### src/hdl/rrt_pkg.sv
`default_nettype none
package rrt_pkg;

	localparam int MAX_OUT = 15;
	localparam int NW = 4;

	localparam logic [1:0] OP_SEG  = 2'd0;
	localparam logic [1:0] OP_READ = 2'd1;
	localparam logic [1:0] OP_ACK  = 2'd2;

	typedef struct packed {
		logic [31:0] s;
		logic [31:0] e;
	} range_t;

	typedef struct packed {
		logic        accepted;
		logic        would_block;
		logic        list_full;
		logic [21:0] buffer_pos;
		logic [11:0] data_offset;
		logic [22:0] byte_count;
		logic [31:0] contiguous_end;
		logic [31:0] gap_start;
		logic [31:0] gap_end;
		logic        gap_valid;
		logic        last;
	} res_t;

	typedef enum logic [7:0] {
		ST_IDLE   = 8'b0000_0001,
		ST_CHECK  = 8'b0000_0010,
		ST_READ   = 8'b0000_0100,
		ST_MERGE  = 8'b0000_1000,
		ST_MFIN   = 8'b0001_0000,
		ST_EMIT   = 8'b0010_0000,
		ST_ACK_RD = 8'b0100_0000,
		ST_ACK_EM = 8'b1000_0000
	} state_t;

	// serial number compare: a is before b
	function automatic logic seq_before(input logic [31:0] a, input logic [31:0] b);
		logic [31:0] d;
		d = a - b;
		return d[31];
	endfunction

endpackage
`default_nettype wire

### src/hdl/reassembly_range_tracker.sv
// Reassembly range tracker: keeps the received byte ranges of a stream and
// answers segment, read and ack requests one item at a time.
// Request channel (req_valid/req_stall): opcode, seq_start, seg_len,
// request_len. req_stall is high while an item is in work.
// Result channel (res_valid/res_stall): one result per segment, read or
// unused opcode; an ack gives one result per gap (at most 15), or a single
// result when there is no gap, and last marks the final one. A held result
// stays stable while res_stall is high, and the block waits before loading
// the next result.
// Steps per item: a read goes CHECK, READ, EMIT; a segment goes CHECK, then
// EMIT if rejected, else MERGE and MFIN before EMIT; the merge walk takes
// one list element per cycle. An ack reads each gap's range in ACK_RD with
// the registered read of the range memory and gives it in ACK_EM. A result
// is valid in the same cycle as the block can take the next item.
// The head range sits in flip-flops; the other ranges live in a two-bank
// memory, the merge writes the other bank and flips only on success, so a
// full list leaves the old contents in place.
// Reset puts the head range at zero to zero with one range in the list; no
// clearing pass is needed.
`default_nettype none
module reassembly_range_tracker
	import rrt_pkg::*;
#(
	parameter int BUFFER_BYTES = 4194304,
	parameter int MAX_RANGES   = 16,
	parameter int MAX_SEG_LEN  = 2048
) (
	input  wire logic        clk,
	input  wire logic        arst_n,
	input  wire logic        req_valid,
	output logic             req_stall,
	input  wire logic [1:0]  opcode,
	input  wire logic [31:0] seq_start,
	input  wire logic [11:0] seg_len,
	input  wire logic [22:0] request_len,
	output logic             res_valid,
	input  wire logic        res_stall,
	output logic             accepted,
	output logic             would_block,
	output logic             list_full,
	output logic [21:0]      buffer_pos,
	output logic [11:0]      data_offset,
	output logic [22:0]      byte_count,
	output logic [31:0]      contiguous_end,
	output logic [31:0]      gap_start,
	output logic [31:0]      gap_end,
	output logic             gap_valid,
	output logic             last
);

	localparam int AW = (MAX_RANGES > 1) ? $clog2(MAX_RANGES) : 1;
	localparam int MA = $clog2(2 * MAX_RANGES);
	localparam int CW = $clog2(MAX_RANGES + 1);
	localparam int MW = $clog2(MAX_RANGES + 2);
	localparam logic [31:0] BUF_MASK = 32'(BUFFER_BYTES - 1);
	localparam logic [31:0] BUF_SIZE = 32'(BUFFER_BYTES);

	state_t state_q;

	logic [1:0]  op_q;
	logic [31:0] seq_q;
	logic [11:0] len_q;
	logic [22:0] rlen_q;

	range_t      head_q;
	range_t      nh_q;
	range_t      acc_q;
	logic [CW-1:0] count_q;
	logic        bank_q;
	logic [CW-1:0] idx_q;
	logic [MW-1:0] m_q;
	logic        ins_q;
	logic [31:0] start_q;
	logic [31:0] send_q;
	logic [31:0] diff_q;
	logic [31:0] prev_e_q;
	logic [NW-1:0] n_q;

	res_t        res_q;
	res_t        out_q;
	logic        out_valid_q;

	range_t      mem [2 * MAX_RANGES];
	range_t      rd_q;

	// memory port controls
	logic          mem_re;
	logic [AW-1:0] mem_ridx;
	logic          mem_we;
	logic [AW-1:0] mem_widx;
	range_t        mem_wdata;
	logic [MA-1:0] mem_raddr;
	logic [MA-1:0] mem_waddr;

	// merge walk
	logic          have_src;
	range_t        src;
	logic          take_new;
	range_t        el;
	logic          join_acc;
	logic          walk_done;
	logic [CW-1:0] idx_nx;
	logic [AW-1:0] m_less;

	// segment check
	logic [31:0] send_c;
	logic        seg_rej;
	logic [31:0] start_c;

	// read
	logic [31:0] size_c;

	logic        slot_free;
	logic        out_load;
	logic        ack_last;
	res_t        base_res;
	res_t        read_res;
	res_t        merge_res;
	res_t        gap_res;

	assign req_stall = (state_q != ST_IDLE);
	assign slot_free = !out_valid_q || !res_stall;
	assign out_load  = slot_free && ((state_q == ST_EMIT) || (state_q == ST_ACK_EM));
	assign idx_nx    = idx_q + CW'(1);
	assign m_less    = AW'(m_q - MW'(1));

	always_comb begin
		base_res = '0;
		base_res.contiguous_end = head_q.e;
		base_res.last = 1'b1;
	end

	always_comb begin
		send_c  = seq_q + 32'(len_q);
		seg_rej = (32'(len_q) > 32'(MAX_SEG_LEN)) || !seq_before(head_q.e, send_c) ||
			!seq_before(send_c, head_q.s + BUF_SIZE);
		start_c = seq_before(head_q.e, seq_q) ? seq_q : head_q.e;
	end

	always_comb begin
		size_c = (diff_q < 32'(rlen_q)) ? diff_q : 32'(rlen_q);
	end

	always_comb begin
		read_res = base_res;
		if (diff_q == '0) begin
			read_res.would_block = 1'b1;
		end else begin
			read_res.accepted   = 1'b1;
			read_res.buffer_pos = 22'(head_q.s & BUF_MASK);
			read_res.byte_count = size_c[22:0];
		end
	end

	always_comb begin
		merge_res = base_res;
		if (m_q > MW'(MAX_RANGES)) begin
			merge_res.list_full = 1'b1;
		end else begin
			merge_res.accepted       = 1'b1;
			merge_res.buffer_pos     = 22'(start_q & BUF_MASK);
			merge_res.data_offset    = 12'(start_q - seq_q);
			merge_res.byte_count     = 23'(send_q - start_q);
			merge_res.contiguous_end = (m_q == MW'(1)) ? acc_q.e : nh_q.e;
		end
	end

	always_comb begin
		gap_res = base_res;
		gap_res.gap_start = prev_e_q;
		gap_res.gap_end   = rd_q.s;
		gap_res.gap_valid = 1'b1;
		gap_res.last      = ack_last;
	end

	// one element of the sorted stream per cycle: the new range goes in front
	// of the first range that does not start before it
	always_comb begin
		have_src  = (idx_q < count_q);
		src       = (idx_q == '0) ? head_q : rd_q;
		take_new  = !ins_q && (!have_src || !seq_before(src.s, start_q));
		el        = take_new ? range_t'{s: start_q, e: send_q} : src;
		join_acc  = (m_q != '0) && !seq_before(acc_q.e, el.s);
		walk_done = (take_new && !have_src) || (!take_new && ins_q && (idx_nx == count_q));
	end

	always_comb begin
		ack_last = (idx_nx == count_q) || (n_q == NW'(MAX_OUT - 1));
	end

	always_comb begin
		mem_re    = 1'b0;
		mem_ridx  = '0;
		mem_we    = 1'b0;
		mem_widx  = m_less;
		mem_wdata = acc_q;
		unique case (state_q)
			ST_MERGE: begin
				if (!take_new && idx_nx < count_q) begin
					mem_re   = 1'b1;
					mem_ridx = AW'(idx_nx);
				end
				if (!join_acc && m_q != '0 && m_less != '0)
					mem_we = 1'b1;
			end
			ST_MFIN: begin
				if (m_q <= MW'(MAX_RANGES) && m_less != '0)
					mem_we = 1'b1;
			end
			ST_ACK_RD: begin
				mem_re   = 1'b1;
				mem_ridx = AW'(idx_q);
			end
			default: ;
		endcase
	end

	assign mem_raddr = MA'(mem_ridx) + (bank_q ? MA'(MAX_RANGES) : MA'(0));
	assign mem_waddr = MA'(mem_widx) + (bank_q ? MA'(0) : MA'(MAX_RANGES));

	always_ff @(posedge clk) begin
		if (mem_we)
			mem[mem_waddr] <= mem_wdata;
		if (mem_re)
			rd_q <= mem[mem_raddr];
	end

	always_ff @(posedge clk or negedge arst_n) begin
		if (!arst_n) begin
			state_q     <= ST_IDLE;
			head_q      <= '0;
			count_q     <= CW'(1);
			bank_q      <= 1'b0;
			out_valid_q <= 1'b0;
		end else begin
			if (out_load)
				out_valid_q <= 1'b1;
			else if (!res_stall)
				out_valid_q <= 1'b0;
			unique case (state_q)
				ST_IDLE: begin
					if (req_valid) begin
						op_q    <= opcode;
						seq_q   <= seq_start;
						len_q   <= seg_len;
						rlen_q  <= request_len;
						state_q <= ST_CHECK;
					end
				end
				ST_CHECK: begin
					unique case (op_q)
						OP_SEG: begin
							if (seg_rej) begin
								res_q   <= base_res;
								state_q <= ST_EMIT;
							end else begin
								start_q <= start_c;
								send_q  <= send_c;
								idx_q   <= '0;
								m_q     <= '0;
								ins_q   <= 1'b0;
								state_q <= ST_MERGE;
							end
						end
						OP_READ: begin
							diff_q  <= head_q.e - head_q.s;
							state_q <= ST_READ;
						end
						OP_ACK: begin
							prev_e_q <= head_q.e;
							idx_q    <= CW'(1);
							n_q      <= '0;
							if (count_q == CW'(1)) begin
								res_q   <= base_res;
								state_q <= ST_EMIT;
							end else begin
								state_q <= ST_ACK_RD;
							end
						end
						default: begin
							res_q   <= base_res;
							state_q <= ST_EMIT;
						end
					endcase
				end
				ST_READ: begin
					res_q <= read_res;
					if (diff_q != '0)
						head_q.s <= head_q.s + size_c;
					state_q <= ST_EMIT;
				end
				ST_MERGE: begin
					if (take_new)
						ins_q <= 1'b1;
					else
						idx_q <= idx_nx;
					if (join_acc) begin
						if (seq_before(acc_q.e, el.e))
							acc_q.e <= el.e;
					end else begin
						if (m_q != '0 && m_less == '0)
							nh_q <= acc_q;
						acc_q <= el;
						m_q   <= m_q + MW'(1);
					end
					if (walk_done)
						state_q <= ST_MFIN;
				end
				ST_MFIN: begin
					res_q <= merge_res;
					if (m_q <= MW'(MAX_RANGES)) begin
						head_q  <= (m_q == MW'(1)) ? acc_q : nh_q;
						count_q <= CW'(m_q);
						bank_q  <= !bank_q;
					end
					state_q <= ST_EMIT;
				end
				ST_EMIT: begin
					if (slot_free) begin
						out_q   <= res_q;
						state_q <= ST_IDLE;
					end
				end
				ST_ACK_RD: begin
					state_q <= ST_ACK_EM;
				end
				ST_ACK_EM: begin
					if (slot_free) begin
						out_q    <= gap_res;
						prev_e_q <= rd_q.e;
						idx_q    <= idx_nx;
						n_q      <= n_q + NW'(1);
						state_q  <= ack_last ? ST_IDLE : ST_ACK_RD;
					end
				end
				default: state_q <= ST_IDLE;
			endcase
		end
	end

	assign res_valid      = out_valid_q;
	assign accepted       = out_q.accepted;
	assign would_block    = out_q.would_block;
	assign list_full      = out_q.list_full;
	assign buffer_pos     = out_q.buffer_pos;
	assign data_offset    = out_q.data_offset;
	assign byte_count     = out_q.byte_count;
	assign contiguous_end = out_q.contiguous_end;
	assign gap_start      = out_q.gap_start;
	assign gap_end        = out_q.gap_end;
	assign gap_valid      = out_q.gap_valid;
	assign last           = out_q.last;

endmodule
`default_nettype wire

### config.mk
export PLATFORM = sky130hd
export DESIGN_NAME = reassembly_range_tracker
export DESIGN_NICKNAME = d
export VERILOG_FILES = /design/src/hdl/rrt_pkg.sv /design/src/hdl/reassembly_range_tracker.sv
export SDC_FILE = /design/constraint.sdc
export NUM_CORES = 2
export LEC_CHECK = 0
export BUFFER_PORTS_ARGS = -buffer_cell sky130_fd_sc_hd__buf_4
export CAP_MARGIN = 25
export CORE_UTILIZATION = 42
export DETAILED_ROUTE_END_ITERATION = 10
export HOLD_SLACK_MARGIN = 0.1
export PLACE_DENSITY = 0.63
export SYNTH_ARGS = -nofsm -noshare
export SYNTH_HDL_FRONTEND = slang
export SYNTH_SLANG_ARGS = --single-unit
export TNS_END_PERCENT = 50
### constraint.sdc
create_clock -name clk -period 15.74 [get_ports clk]
set_input_delay 3.148 -clock clk [delete_from_list [all_inputs] [get_ports clk]]
set_output_delay 3.148 -clock clk [all_outputs]
set_load 0.1 [all_outputs]
==> results_dict.tcl <==
set metrics [dict create \
    yosysSeqAreaShare 0.686 \
    cts_sinks 2781 \
    crit_required_ps 16230 \
    max_freq_mhz 94.1 \
    cp_common_cell "buf_4" \
    placedCellCount 12759 \
    clk_pin_slew_worst_paths_ps 60 \
    hold_violations 0 \
    synth_edf_count 2702 \
    die_x_um 539 \
    cts-resized-gates 0 \
    syn_avg_cell_area_um2 13.6 \
    yosysWarnings 0 \
    avgViaCountPerCell 5.89 \
    final_cell_mix "edfxtp_1, nand2_1, mux2i_1" \
    numCtsBuffers 294 \
    grt_max_degree 173 \
    clockBufferDepth 4 \
    area_growth_pct 13.8 \
    num_io_pins 233 \
    drt_wl_total_um 384000 \
    fin_crit_sh 0.675 \
    row_count 196 \
    cts_setup_buffers 0 \
    initial_core_util 0.423 \
    setup_violations 0 \
    min_period_ps 10630 \
    p_per_area_nw_per_um2 138 \
    num_vias 78298 \
    slowest_stage "or4b_4" \
    synth-seq-cells 2781 \
    final_cells 13300 \
    cts-root-buf "clkbuf_16" \
    hold_slack_ps 515 \
    routabilityCongestion 0.986 \
    grt_pass1_vias 74703 \
    slew_headroom 0.0687 \
    place_hpwl_um 249000 \
    rsz0062_at_grt "no" \
    htreeDepth 5 \
    cts_hold_buffers 0 \
    ys_async_sr_fraction 0.0284 \
    worst_slew_pin_slew_ps 1400 \
    fin_nets 9735 \
    skew_ps 57.6 \
    layout_commonest_cell "edfxtp_1" \
    postRouteAntennaNets 0 \
    netlist_area_um2 121000 \
    grt.overflow.total 0 \
    yosysUniqueCellTypes 81 \
    dr.pass1.iters 8 \
    tritoncts "built" \
    design_area_um2 138000 \
    crit_path_end_kind "register" \
    worst_ep_arrival_time_ps 11120 \
    initialDrtViolationCount 9413 \
    cp-start-kind "register" \
    clk_latency_ps 890 \
    cap_violations 0 \
    track_usage 0.258 \
    hold_class "register to register" \
    wire_per_inst_um 28.9 \
    die_h_um 539 \
    drive_gt1_frac 0.109 \
    place_area_um2 128000 \
    max-vdd-ir-drop_mv 0.0921 \
    fin_setup_tns_ps 0 \
    path_class "register to register" \
    grt_pass1_wl_um 544000 \
    critPathMaxFanout 81 \
    status "finished, final reports clean" \
    r2r_slack_ps 5110 \
    antenna_found_initial 24 \
    max_stage_delay_ps 810 \
    dieArea_um2 290000 \
    p_leak_nw 49.6 \
    core_area_um2 286000 \
    drcViolationCount 0 \
    maxSlewViolCount 0 \
    port_buffers 232 \
    ys.flop_type "edfxtp_1" \
    fin_util 0.482 \
    netlist_instances 8895 \
]
-- path summary, 6_finish.rpt --
kind	startpoint	to	depth (start not counted)
worst max-delay path	idx_q[0]	mem[15][35]	28
worst min register to register	res_q[113]	byte_count[15]	1
min in group asynchronous	arst_n	head_q[62]	1
max in group asynchronous	arst_n	base_res[89]	3
worst min-delay path	res_q[113]	byte_count[15]	1
worst max register to register	idx_q[0]	mem[15][35]	28
-- final cells by class --
type / instances / area (um2)
inverter: 482 / 1810
fill: 24467 / 148000
clock buffer: 372 / 7870
antenna: 11 / 27.5
clock inverter: 151 / 1390
sequential: 2781 / 83100
timing repair buffer: 485 / 3810
tap: 3762 / 4710
multi-input combinational: 5256 / 35000
-- flip-flops by register name, indices dropped and copies added, names as in the netlist, 64 cells and up --
register and flops:
nh_q 64, mem 2048, res_q 92, acc_q 64
-- cell usage after synthesis (29+ instances only) --
master	number	share of area
edfxtp_1	2702	0.67
nand2_1	1234	0.038
mux2i_1	487	0.040
inv_1	481	0.015
nand3_1	439	0.018
a211oi_1	434	0.027
ha_1	357	0.037
clkbuf_1	324	0.010
a21oi_1	267	0.011
nor2_1	226	0.0070
a211o_1	168	0.012
o21ai_0	141	0.0058
and2_1	140	0.0072
buf_2	131	0.0054
a21o_1	127	0.0079
a31oi_1	127	0.0066
xnor2_1	101	0.0073
nand4_1	97	0.0050
a221oi_1	96	0.0069
dfrtp_1	77	0.016
nor2b_1	77	0.0040
nor4_1	54	0.0028
mux2_2	50	0.0047
nor3_1	50	0.0021
buf_1	48	0.0015
and4_1	47	0.0034
a32oi_1	43	0.0031
xor2_1	43	0.0031
o211ai_1	35	0.0022
and3_1	29	0.0015
-- where the power goes --
group	internal [mW]	total (mW)	switching, mW	leakage, nW
clock network	3.87	6.78	2.91	4.49
logic	1.18	3.64	2.46	19.6
registers	8.45	8.62	0.172	25.5
-- through the flow --
| step | setup WS, ps | power [mW] |
|---|---|---|
| after global placement | 5230 | 12.3 |
| after floorplan | 2230 | 10.9 |
| after CTS | 5150 | 19.1 |
| final | 5110 | 19.0 |
| after detailed placement | 5190 | 12.3 |
| after global routing | 4620 | 19.6 |
-- critical path: cells and delay by family, from the launching register on --
family                     cells  cell delay (ps)
adders and majority gates      3              770
DFF                            1              470
and+or+nand+nor                6             3080
xor gates and xnor gates       1              320
AOI/OAI and AO/OA             12             3010
buffers and inverters          6             2400
-- layer usage --
| metal | vias up | track usage | wire, um |
|---|---|---|---|
| li1 | 34303 | - | - |
| met1 | 39345 | 0.344 | 153000 |
| met2 | 3878 | 0.412 | 178000 |
| met3 | 762 | 0.0399 | 31400 |
| met4 | 10 | 0.129 | 21100 |
| met5 | - | 0 | 70 |
-- kinds of logic after synthesis --
logic type,share of synthesized area
fa+ha+maj,0.0377
compound gates,0.0945
other cells,0.0000310
xor+xnor,0.0104
flops,0.686
buf+inv,0.0324
mux,0.0449
simple gates,0.0935
Note: power is estimated with default switching activity, not from simulation.
